**config.mk**
```make
export PLATFORM = sky130hd
export DESIGN_NAME = evicting_message_ring_queue_top
export DESIGN_NICKNAME = d
export VERILOG_FILES = /design/src/hdl/emrq_pkg.sv /design/src/hdl/emrq_ram.sv /design/src/hdl/evicting_message_ring_queue_top.sv
export SDC_FILE = /design/constraint.sdc
export NUM_CORES = 2
export LEC_CHECK = 0
export ABC_AREA = 0
export BUFFER_PORTS_ARGS = -buffer_cell sky130_fd_sc_hd__buf_4
export CAP_MARGIN = 10
export CELL_PAD_IN_SITES_DETAIL_PLACEMENT = 1
export CELL_PAD_IN_SITES_GLOBAL_PLACEMENT = 1
export CORE_ASPECT_RATIO = 1.4
export CORE_MARGIN = 4
export CORE_UTILIZATION = 40
export CTS_CLUSTER_DIAMETER = 120
export DETAILED_ROUTE_END_ITERATION = 10
export PLACE_DENSITY = 0.75
export SKIP_LAST_GASP = 1
export SLEW_MARGIN = 20
export SYNTH_ARGS = -nofsm -noshare
export SYNTH_HDL_FRONTEND = slang
export SYNTH_SLANG_ARGS = --single-unit
```
**constraint.sdc**
```tcl
create_clock -name clk -period 9.4 [get_ports clk]
set_input_delay 1.88 -clock clk [delete_from_list [all_inputs] [get_ports clk]]
set_output_delay 1.88 -clock clk [all_outputs]
set_load 0.01 [all_outputs]
```
**src/hdl/emrq_pkg.sv**
```systemverilog
// Shared types and constants of the evicting message ring queue.
package emrq_pkg;

	localparam int DEPTH_DEFAULT = 16;

	typedef enum logic [2:0] {
		OP_CLEAR  = 3'd0,
		OP_ENQ    = 3'd1,
		OP_POP    = 3'd2,
		OP_SORT   = 3'd3,
		OP_ROTATE = 3'd4,
		OP_SEARCH = 3'd5,
		OP_PEEK   = 3'd6
	} op_t;

	typedef struct packed {
		logic [31:0] seq;
		logic [15:0] prop;
		logic [31:0] payload;
	} rec_t;

endpackage

```
**src/hdl/emrq_ram.sv**
```systemverilog
// Ring storage: one write port, one read port with registered read data.
module emrq_ram #(
	parameter int DEPTH = emrq_pkg::DEPTH_DEFAULT
) (
	input  logic                     clk,
	input  logic                     we,
	input  logic [$clog2(DEPTH)-1:0] waddr,
	input  emrq_pkg::rec_t           wdata,
	input  logic [$clog2(DEPTH)-1:0] raddr,
	output emrq_pkg::rec_t           rdata
);

	emrq_pkg::rec_t mem [DEPTH];

	always_ff @(posedge clk) begin
		if (we) begin
			mem[waddr] <= wdata;
		end
		rdata <= mem[raddr];
	end

endmodule

```
**src/hdl/evicting_message_ring_queue_top.sv**
```systemverilog
// Top level of the evicting message ring queue: sequencer, ring pointers and result registers.
//
// Usage:
//   Drive operation and the msg_* fields and raise start; the item is taken
//   at a rising edge where start is high and busy is low. Exactly one result
//   follows, shown for one cycle with done high; occupancy always shows the
//   current record count and is valid with done.
//   Clear, enqueue, an unused code, and pop/peek/rotate/search/sort that
//   find nothing to do complete straight from idle. Pop, peek and rotate
//   first wait for one registered read of the ring memory. Search reads
//   one entry per cycle until a hit or the last record. Sort compares
//   each pair with one read from the single memory read port.
//   A new item may be accepted in the same cycle done is high, so the
//   fastest ops sustain one item per cycle; pop/peek/rotate, search and sort hold busy until their result.
//   The receiver cannot stall: done lasts exactly one cycle.
//   Reset clears count and sets front to 1, rear to 0; ring contents are
//   left as they are and are only read after being written.
module evicting_message_ring_queue_top #(
	parameter int QUEUE_DEPTH = emrq_pkg::DEPTH_DEFAULT
) (
	input  logic                             clk,
	input  logic                             arst_n,
	input  logic                             start,
	output logic                             busy,
	input  logic [2:0]                       operation,
	input  logic [31:0]                      msg_seq,
	input  logic [15:0]                      msg_prop,
	input  logic [31:0]                      msg_payload,
	output logic                             done,
	output logic [31:0]                      out_seq,
	output logic [15:0]                      out_prop,
	output logic [31:0]                      out_payload,
	output logic                             out_valid,
	output logic                             found,
	output logic                             evicted,
	output logic [$clog2(QUEUE_DEPTH+1)-1:0] occupancy
);

	localparam int IDX_W = $clog2(QUEUE_DEPTH);
	localparam int CNT_W = $clog2(QUEUE_DEPTH + 1);
	localparam logic [IDX_W-1:0] LAST_IDX = IDX_W'(QUEUE_DEPTH - 1);
	localparam logic [CNT_W-1:0] FULL_CNT = CNT_W'(QUEUE_DEPTH);

	typedef enum logic [7:0] {
		ST_IDLE = 8'b0000_0001,
		ST_POP  = 8'b0000_0010,
		ST_PEEK = 8'b0000_0100,
		ST_ROT  = 8'b0000_1000,
		ST_SWA  = 8'b0001_0000,
		ST_SCB  = 8'b0010_0000,
		ST_SWB  = 8'b0100_0000,
		ST_QC   = 8'b1000_0000
	} state_t;

	function automatic logic [IDX_W-1:0] nxt(input logic [IDX_W-1:0] p);
		return (p == LAST_IDX) ? '0 : p + IDX_W'(1);
	endfunction

	state_t state_q, state_d;
	logic [IDX_W-1:0] front_q, front_d, rear_q, rear_d;
	logic [IDX_W-1:0] pa_q, pa_d, pb_q, pb_d;
	logic [CNT_W-1:0] count_q, count_d, a_q, a_d, b_q, b_d;
	logic             done_q, done_d;
	emrq_pkg::rec_t   cur_q, cur_d;
	logic [31:0]      key_q, key_d;
	emrq_pkg::rec_t   res_q, res_d;
	logic             valid_q, valid_d, found_q, found_d, evicted_q, evicted_d;

	logic             we;
	logic [IDX_W-1:0] waddr, raddr;
	emrq_pkg::rec_t   wdata, rdata, in_rec;

	assign in_rec = '{seq: msg_seq, prop: msg_prop, payload: msg_payload};

	emrq_ram #(.DEPTH(QUEUE_DEPTH)) u_ram (
		.clk   (clk),
		.we    (we),
		.waddr (waddr),
		.wdata (wdata),
		.raddr (raddr),
		.rdata (rdata)
	);

	always_comb begin
		state_d   = state_q;
		front_d   = front_q;
		rear_d    = rear_q;
		count_d   = count_q;
		pa_d      = pa_q;
		pb_d      = pb_q;
		a_d       = a_q;
		b_d       = b_q;
		cur_d     = cur_q;
		key_d     = key_q;
		done_d    = 1'b0;
		res_d     = '0;
		valid_d   = 1'b0;
		found_d   = 1'b0;
		evicted_d = 1'b0;
		we        = 1'b0;
		waddr     = rear_q;
		wdata     = in_rec;
		raddr     = front_q;

		case (state_q)
			ST_IDLE: begin
				if (start) begin
					key_d = msg_seq;
					case (operation)
						emrq_pkg::OP_CLEAR: begin
							count_d = '0;
							front_d = IDX_W'(1);
							rear_d  = '0;
							done_d  = 1'b1;
						end
						emrq_pkg::OP_ENQ: begin
							if (count_q == FULL_CNT) begin
								front_d   = nxt(front_q);
								evicted_d = 1'b1;
							end else begin
								count_d = count_q + CNT_W'(1);
							end
							rear_d = nxt(rear_q);
							we     = 1'b1;
							waddr  = nxt(rear_q);
							wdata  = in_rec;
							done_d = 1'b1;
						end
						emrq_pkg::OP_POP, emrq_pkg::OP_PEEK, emrq_pkg::OP_ROTATE: begin
							if (count_q == '0) begin
								done_d = 1'b1;
							end else if (operation == emrq_pkg::OP_POP) begin
								state_d = ST_POP;
							end else if (operation == emrq_pkg::OP_PEEK) begin
								state_d = ST_PEEK;
							end else begin
								state_d = ST_ROT;
							end
						end
						emrq_pkg::OP_SORT: begin
							if (count_q < CNT_W'(2)) begin
								done_d = 1'b1;
							end else begin
								pa_d    = front_q;
								a_d     = '0;
								state_d = ST_SWA;
							end
						end
						emrq_pkg::OP_SEARCH: begin
							if (count_q == '0) begin
								done_d = 1'b1;
							end else begin
								pb_d    = front_q;
								b_d     = '0;
								state_d = ST_QC;
							end
						end
						default: begin
							done_d = 1'b1;
						end
					endcase
				end
			end
			ST_POP: begin
				res_d   = rdata;
				valid_d = 1'b1;
				count_d = count_q - CNT_W'(1);
				front_d = nxt(front_q);
				done_d  = 1'b1;
				state_d = ST_IDLE;
			end
			ST_PEEK: begin
				res_d   = rdata;
				valid_d = 1'b1;
				done_d  = 1'b1;
				state_d = ST_IDLE;
			end
			ST_ROT: begin
				we      = 1'b1;
				waddr   = nxt(rear_q);
				wdata   = rdata;
				rear_d  = nxt(rear_q);
				front_d = nxt(front_q);
				done_d  = 1'b1;
				state_d = ST_IDLE;
			end
			ST_SWA: begin
				cur_d   = rdata;
				pb_d    = nxt(pa_q);
				b_d     = a_q + CNT_W'(1);
				raddr   = nxt(pa_q);
				state_d = ST_SCB;
			end
			ST_SCB: begin
				if (rdata.prop > cur_q.prop) begin
					we    = 1'b1;
					waddr = pb_q;
					wdata = cur_q;
					cur_d = rdata;
				end
				if ((CNT_W+1)'(b_q) + (CNT_W+1)'(1) < (CNT_W+1)'(count_q)) begin
					pb_d  = nxt(pb_q);
					b_d   = b_q + CNT_W'(1);
					raddr = nxt(pb_q);
				end else begin
					state_d = ST_SWB;
				end
			end
			ST_SWB: begin
				we    = 1'b1;
				waddr = pa_q;
				wdata = cur_q;
				if ((CNT_W+1)'(a_q) + (CNT_W+1)'(2) < (CNT_W+1)'(count_q)) begin
					pa_d    = nxt(pa_q);
					a_d     = a_q + CNT_W'(1);
					raddr   = nxt(pa_q);
					state_d = ST_SWA;
				end else begin
					done_d  = 1'b1;
					state_d = ST_IDLE;
				end
			end
			ST_QC: begin
				if (rdata.seq == key_q) begin
					found_d = 1'b1;
					done_d  = 1'b1;
					state_d = ST_IDLE;
				end else if ((CNT_W+1)'(b_q) + (CNT_W+1)'(1) < (CNT_W+1)'(count_q)) begin
					pb_d  = nxt(pb_q);
					b_d   = b_q + CNT_W'(1);
					raddr = nxt(pb_q);
				end else begin
					done_d  = 1'b1;
					state_d = ST_IDLE;
				end
			end
			default: begin
				state_d = ST_IDLE;
			end
		endcase
	end

	always_ff @(posedge clk or negedge arst_n) begin
		if (!arst_n) begin
			state_q <= ST_IDLE;
			front_q <= IDX_W'(1);
			rear_q  <= '0;
			count_q <= '0;
			pa_q    <= '0;
			pb_q    <= '0;
			a_q     <= '0;
			b_q     <= '0;
			done_q  <= 1'b0;
		end else begin
			state_q <= state_d;
			front_q <= front_d;
			rear_q  <= rear_d;
			count_q <= count_d;
			pa_q    <= pa_d;
			pb_q    <= pb_d;
			a_q     <= a_d;
			b_q     <= b_d;
			done_q  <= done_d;
		end
	end

	always_ff @(posedge clk) begin
		cur_q     <= cur_d;
		key_q     <= key_d;
		res_q     <= res_d;
		valid_q   <= valid_d;
		found_q   <= found_d;
		evicted_q <= evicted_d;
	end

	assign busy        = (state_q != ST_IDLE);
	assign done        = done_q;
	assign out_seq     = res_q.seq;
	assign out_prop    = res_q.prop;
	assign out_payload = res_q.payload;
	assign out_valid   = valid_q;
	assign found       = found_q;
	assign evicted     = evicted_q;
	assign occupancy   = count_q;

endmodule

```
Word level (Yosys, flattened, before mapping) --
Memory sizes are Yosys's and may differ from the RTL's. A register that Yosys moved wholly into a read port is not among the register bits. Cells that the tools add are included.
Storage, ports and cells: bits in registers 235, bits in writable memories 1280, input bits 86, output and inout bits 90, logic and storage cells 173, memories kept 1
Memories:
- u_ram.mem | depth 16, width 80, read ports 1, clocked after memory_dff 1, wr ports 1, RTL line emrq_ram.sv:13 | emrq_pkg::rec_t mem [DEPTH];
Cells by class: add/sub/neg operators 10, order comparisons 4, equal/unequal tests 38, mux-type cells 78, reduce and logical (&&, ||, !) cells 23
Operator list (number):
- 80-bit one-hot mux with 3 select lines | 1
- 80-bit 2-to-1 mux | 2
- 80-bit one-hot mux with 2 select lines | 1
- 4-bit 2-to-1 mux | 24
- 5-bit 2-to-1 mux | 12
- 8-bit 2-to-1 mux | 7
- 4-bit one-hot mux with 4 select lines | 3
- 4-bit one-hot mux with 2 select lines | 5
- 8-bit one-hot mux with 5 select lines | 1
- 32-bit equality test | 1
- 5-bit one-hot mux with 2 select lines | 3
- 8-bit one-hot mux with 3 select lines | 1
- 5-bit one-hot mux with 4 select lines | 1
- 3-bit != test (second input constant) | 6
- 4-bit by 1-bit adder with 4-bit output (second input constant) | 4
- 4-bit equality test (second input constant) | 4
- 16-bit greater-than comparator | 1
- 5-bit by 1-bit adder with 5-bit output (second input constant) | 3
- 1-bit 2-to-1 mux | 14
- 2-bit != test (second input constant) | 7
- 6-bit by 5-bit < comparator with 1-bit output | 2
- 5-bit AND reduction | 2
- 2-bit nonzero test | 5
- 3-bit equality test (second input constant) | 3
- other kinds (32) | 40

Depth between registers and ports, before layout --
depth in word-level cells 7, gate-level depth with buffers 18, depth with buffers taken out 13

By module --
A second synthesis with hierarchy kept.
Unflattened totals: cell total of the unflattened synthesis 2990, area, all modules 60595.6 um^2
By module, submodules not included:
- emrq_ram | instances 1, cells an instance 2054, area an instance 49422.4 um^2, sequential area each 40038.4 um^2
- evicting_message_ring_queue_top | instances 1, cells an instance 936, area an instance 11173.2 um^2, sequential area each 6028.3 um^2

Worst setup path after synthesis --
No wires, ideal clock.
kind input-to-reg, start point input port operation[0], end point memory u_ram.mem[13][0] (netlist name), enable pin, setup time 616 ps, arrival 8842 ps, path slack -58 ps, stages on the path 9, path buffers 1, cells stage by stage clkbuf_1 > and2_1 > nand2_1 > o21ai_0 > inv_1 > a311oi_1 > a221o_1 > a221oi_1 > nor3_1
Between the ends: cells in the longest elaborated chain, start to end 6, elaborated cells on any way between the ends 9, those cells by class eq/ne (1); mux (8)
RTL lines:
- start: declaration | RTL line evicting_message_ring_queue_top.sv:25 | input logic [2:0] operation,
- 3-bit by 1-bit equality test with 1-bit output * | RTL line evicting_message_ring_queue_top.sv:109 | case (operation)
- 1-bit 2-to-1 mux | RTL line evicting_message_ring_queue_top.sv:109
- 1-bit 2-to-1 mux | RTL line evicting_message_ring_queue_top.sv:107 | if (start) begin
- 1-bit one-hot mux with 3 select lines | RTL line evicting_message_ring_queue_top.sv:105 | case (state_q)
- 1-bit 2-to-1 mux | RTL line emrq_ram.sv:16 | if (we) begin
- 1-bit 2-to-1 mux (not written as such) | RTL line emrq_ram.sv:17 | mem[waddr] <= wdata;
- end: declaration | RTL line emrq_ram.sv:13
Mark *: on every way between the ends. The rest lies on a longest branch, timed or not.

Worst setup path in the final report --
start point register cur_q[33] (netlist name), end point memory u_ram.mem[6][59] (netlist name), enable pin
Between the ends: cells in the longest elaborated chain, start to end 5, elaborated cells on any way between the ends 7, those cells by class order compare (1); mux (6)
RTL lines:
- start: declaration | RTL line evicting_message_ring_queue_top.sv:64 | emrq_pkg::rec_t cur_q, cur_d;
- start signal: assignment | RTL line evicting_message_ring_queue_top.sv:268 | cur_q <= cur_d;
- 16-bit greater-than comparator * | RTL line evicting_message_ring_queue_top.sv:195 | if (rdata.prop > cur_q.prop) begin
- 1-bit 2-to-1 mux | RTL line evicting_message_ring_queue_top.sv:195
- 1-bit one-hot mux with 3 select lines | RTL line evicting_message_ring_queue_top.sv:105
- 1-bit 2-to-1 mux | RTL line emrq_ram.sv:16
- 1-bit 2-to-1 mux (not written as such) | RTL line emrq_ram.sv:17
Marked as above.

==> Flow_metrics.wiki <==
{| class="wikitable"
! Metric !! Value
|-
| Class of the worst hold path || reg -> reg
|-
| CTS root buf || sky130_fd_sc_hd__clkbuf_16
|-
| Proportion of synthesized flip-flops having asynchronous set or reset || 2.508%
|-
| Uppermost layer routed || met5
|-
| # clock sinks || 1595
|-
| Leading cell types by total area after synthesis || sky130_fd_sc_hd__edfxtp_1 68%, sky130_fd_sc_hd__dfxtp_1 5.3%, sky130_fd_sc_hd__nand2_1 4.8%, sky130_fd_sc_hd__a21oi_1 3.6%, sky130_fd_sc_hd__mux2i_1 2.6%
|-
| Sequential fraction of design power || 43.7%
|-
| Critical path fanouts, max || 45
|-
| Data arrival at the endpoint of the critical path || 6.27 ns
|-
| Overall fraction of global-route tracks in use || 21.37%
|-
| Placed wire-length estimate after detailed placement || 99860 um
|-
| Post-route ant nets || 0
|-
| Initial standard-cell utilization of the core || 40.33%
|-
| Portion of the post-synthesis area used by sequential elements || 75.13%
|-
| Fraction of power consumed by the clock network || 29.3%
|-
| Synthesized area per cell || approximately 14 um^2
|-
| Overall overflow remaining after global route || 0
|-
| Post-layout min period || 5.872 ns
|-
| Count of TritonRoute iterations in the first routing pass || 5
|-
| Final non-filler cell total || 6483
|-
| I/O pin count || 176
|-
| Setup repair after global routing missed its margin || no
|-
| Via count of the first global-routing pass || just over 40000
|-
| Number of synthesized flops with an enable pin || 1392
|-
| Clock transition at the register clock pins on the worst setup and hold paths after CTS || around 0.06 ns
|-
| Fraction of layout cells with a size suffix above 1 || about 12%
|-
| Biggest area consumer among synthesized cells || sky130_fd_sc_hd__edfxtp_1
|-
| Power density normalized to cell area || approximately 300 nW/um^2
|-
| Maximum achievable frequency || 0.1703 GHz
|-
| Hold-fix buffers at CTS || 0
|-
| X dimension of the die || 338.9 um
|-
| Relative slew slack || 22.05%
|-
| Measured slew at the worst slew-check pin || between 1 and 1.5 ns
|-
| Result of the run || finished, final reports clean
|-
| Count of max-cap constraint violations || 0
|-
| Routed wire per std cell || 26.82 um
|-
| Total count of max-transition violations in the final report || 0
|-
| Antenna violations before repair || 15
|-
| Die Area || 159700 um^2
|-
| Final period util || a little over three fifths
|-
| Post-route DRC violation count || 0
|-
| Total length of routed met2 wires || 84570 um
|-
| Detailed Route WL || 173900 um
|-
| Maximum number of pins on one net before global-route repair || 166
|-
| Setup crit start kind || register
|-
| Number of synthesized register bits || 1595
|-
| Clock Tree Buf Depth || 3
|-
| Routed length on met3 || between 10000 and 15000 um
|-
| Final Hold Violating Endpoints || 0
|-
| Cells after DPL || 6188
|-
| Leakage Power || 23.42 nW
|-
| Total of buffers placed on input and output ports || 175
|-
| Nature of the critical path endpoint || register
|-
| Post-synth top area share || 68.17%
|-
| Source-to-sink clock delay at the later pin of the worst-skew pair || 0.79 ns
|-
| Chip height || 471.3 um
|-
| Wl on met1 || 72610 um
|-
| Weighted congestion at the end of routability-driven global placement || 0.8219
|-
| Most used flip-flop cell after synthesis || sky130_fd_sc_hd__edfxtp_1
|-
| Wire length of the first global-routing pass || between 200000 and 300000 um
|-
| Post-CTS Repair Setup Buffers || 0
|-
| Comb pwr share || between 20% and 30%
|-
| Peak ir drop on the vdd network || 348.4 uV
|-
| Number of buffers added by the clock tree synthesis step || between 150 and 200
|-
| Number of vias per cell || 5.845
|-
| Setup Skew || 0.03843 ns
|-
| H-tree level count || 4
|-
| Overall power consumption || 21.24 mW
|-
| Final setup fails || 0
|-
| Netlist area before placement || between 60000 and 70000 um^2
|-
| Switching share of total power || 33.92%
|-
| Nets || ~4500
|-
| DRC marker count from the first detailed-route iteration || 3852
|-
| Num rows || 169
|-
| Total number of vias || around 38000
|-
| Critical path start-end classification || reg -> reg
|-
| Placeable Area || 152000 um^2
|-
| Clock tree from TritonCTS || built
|-
| Switching pwr || 7.206 mW
|-
| Count of unique library cells instantiated by Yosys || around 70
|-
| Cell Int Power || around 14 mW
|-
| Total of cells resized after clock tree synthesis || 0
|-
| Number of cells produced by synthesis || 4237
|-
| Count of synthesis-stage warnings from yosys || 0
|-
| Endpoint required time on the critical path || ~9.8 ns
|-
| Signed area change from the synthesized netlist to the final layout || 14.05%
|-
| Slack of the worst reg-to-reg path || 3.53 ns
|-
| Syn Nets || 4357
|}
[per-stage QoR]
step                util [%]  setup TNS (ns)  area (um^2)  hold WS (ns)  setup WS, ns
detailed placement     42.63               0        64810        0.4514         3.285
CTS                    45.97               0        69890        0.4584         3.652
global route           45.99               0        69920        0.4735         3.290
floorplan                  -          -37.05        61320        0.4219      -0.05795
finish                 46.00               0        69930        0.4629         3.528
global placement       42.63               0        64810        0.4576         3.416
[power groups by stage]
stage               Combinational (mW)  Clock [mW]  Sequential, mW
floorplan                         3.82           0            9.19
global placement                  5.39           0            9.40
detailed placement                5.68           0            9.42
CTS                               5.73        6.33            9.28
global route                      6.22        6.64            9.34
finish                            5.73        6.23            9.28
[placed cells by master (no fill, tap or decap), types with 83 or more instances in the layout]
master / instances
sky130_fd_sc_hd__mux2i_1: 162
sky130_fd_sc_hd__and2_1: 84
sky130_fd_sc_hd__dfxtp_1: 163
sky130_fd_sc_hd__clkbuf_16: 157
sky130_fd_sc_hd__a221o_1: 84
sky130_fd_sc_hd__a21oi_1: 436
sky130_fd_sc_hd__nor2b_1: 83
sky130_fd_sc_hd__edfxtp_1: 1392
sky130_fd_sc_hd__o22ai_1: 84
sky130_fd_sc_hd__nand2_1: 776
sky130_fd_sc_hd__buf_4: 241
[area by class of cell]
type / count / area, um^2
Antenna cell: 6 / 15.01
Clock buffer: 219 / 4362
Clock inverter: 69 / 714.4
Fill cell: 14960 / 82100
Inverter: 33 / 123.9
Multi-Input combinational cell: 2349 / 14280
Sequential cell: 1595 / 46070
Tap cell: 1966 / 2460
Timing Repair Buffer: 246 / 1909
[synthesized netlist by cell type (3+ instances only)]
cell and n:
sky130_fd_sc_hd__clkbuf_1 187, sky130_fd_sc_hd__a21o_1 5, sky130_fd_sc_hd__edfxtp_1 1392, sky130_fd_sc_hd__nand2_1 776, sky130_fd_sc_hd__dfrtp_1 38, sky130_fd_sc_hd__a31oi_1 5
sky130_fd_sc_hd__nor2_1 38, sky130_fd_sc_hd__buf_6 7, sky130_fd_sc_hd__nor3_1 29, sky130_fd_sc_hd__a22oi_1 82, sky130_fd_sc_hd__o21ai_0 43, sky130_fd_sc_hd__a21oi_1 437
sky130_fd_sc_hd__dfxtp_1 163, sky130_fd_sc_hd__inv_1 32, sky130_fd_sc_hd__ha_1 34, sky130_fd_sc_hd__a32oi_1 81, sky130_fd_sc_hd__a21boi_0 3, sky130_fd_sc_hd__and2_1 84
sky130_fd_sc_hd__nand4_1 15, sky130_fd_sc_hd__nand2b_1 3, sky130_fd_sc_hd__o21a_1 4, sky130_fd_sc_hd__a22o_1 82, sky130_fd_sc_hd__nand3_1 21, sky130_fd_sc_hd__xor2_1 9
sky130_fd_sc_hd__and3_1 7, sky130_fd_sc_hd__o211ai_1 3, sky130_fd_sc_hd__nand4b_1 5, sky130_fd_sc_hd__o22ai_1 84, sky130_fd_sc_hd__mux2i_1 162, sky130_fd_sc_hd__xnor2_1 35
sky130_fd_sc_hd__or4_1 80, sky130_fd_sc_hd__nor2b_1 83, sky130_fd_sc_hd__a221o_1 85, sky130_fd_sc_hd__nor4_1 6, sky130_fd_sc_hd__and4b_1 3, sky130_fd_sc_hd__buf_1 18
sky130_fd_sc_hd__buf_2 47, sky130_fd_sc_hd__a221oi_1 6, sky130_fd_sc_hd__a311oi_1 5
[worst max-delay path: stages, from the launching register on]
cell                       delay (ns)
sky130_fd_sc_hd__edfxtp_1        0.40
sky130_fd_sc_hd__inv_1           0.08
sky130_fd_sc_hd__ha_1            0.23
sky130_fd_sc_hd__nor2b_1         0.15
sky130_fd_sc_hd__o21a_1          0.17
sky130_fd_sc_hd__o21a_1          0.16
sky130_fd_sc_hd__o21ai_0         0.36
sky130_fd_sc_hd__a21oi_1         0.13
sky130_fd_sc_hd__o311a_1         0.35
sky130_fd_sc_hd__o21ai_1         0.82
sky130_fd_sc_hd__nor2_1          0.20
sky130_fd_sc_hd__a221o_1         0.62
sky130_fd_sc_hd__nor3_2          0.24
sky130_fd_sc_hd__buf_4           0.70
sky130_fd_sc_hd__buf_4           0.73
[metal layers]
layer	track usage [%]	up-vias
met5	0	-
met4	7.083	6
met3	3.339	321
met2	35.70	1529
met1	28.71	19670
li1	-	16370
[sequential cells by signal, indices dropped and copies added, names as in the netlist, 8 cells and up]
register / cells
u_ram.mem: 1280
key_q: 32
cur_q: 80
u_ram.rdata: 80
out_payload: 32
state_q: 8
out_prop: 16
out_seq: 32
[logic make-up after synthesis]
family / share of synthesized area (%)
flops: 75.13
simple gates: 8.783
compound gates: 10.11
buf+inv: 1.977
mux: 2.681
xor+xnor: 0.6285
fa+ha+maj: 0.6938
[worst paths after layout]
kind,from,to,cells past startpoint
max in group asynchronous,arst_n,rear_q[3]$_DFFE_PN0P_,1
hold / removal,u_ram.rdata[25]$_DFF_P_,cur_q[25]$_DFFE_PP_,0
hold reg to reg,u_ram.rdata[25]$_DFF_P_,cur_q[25]$_DFFE_PP_,0
setup reg to reg,cur_q[33]$_DFFE_PP_,u_ram.mem[6][59]$_DFFE_PP_,14
min in group asynchronous,arst_n,state_q[3]$_DFFE_PN0P_,1
setup / recovery,cur_q[33]$_DFFE_PP_,u_ram.mem[6][59]$_DFFE_PP_,14
(Power assumes the default switching activity.)
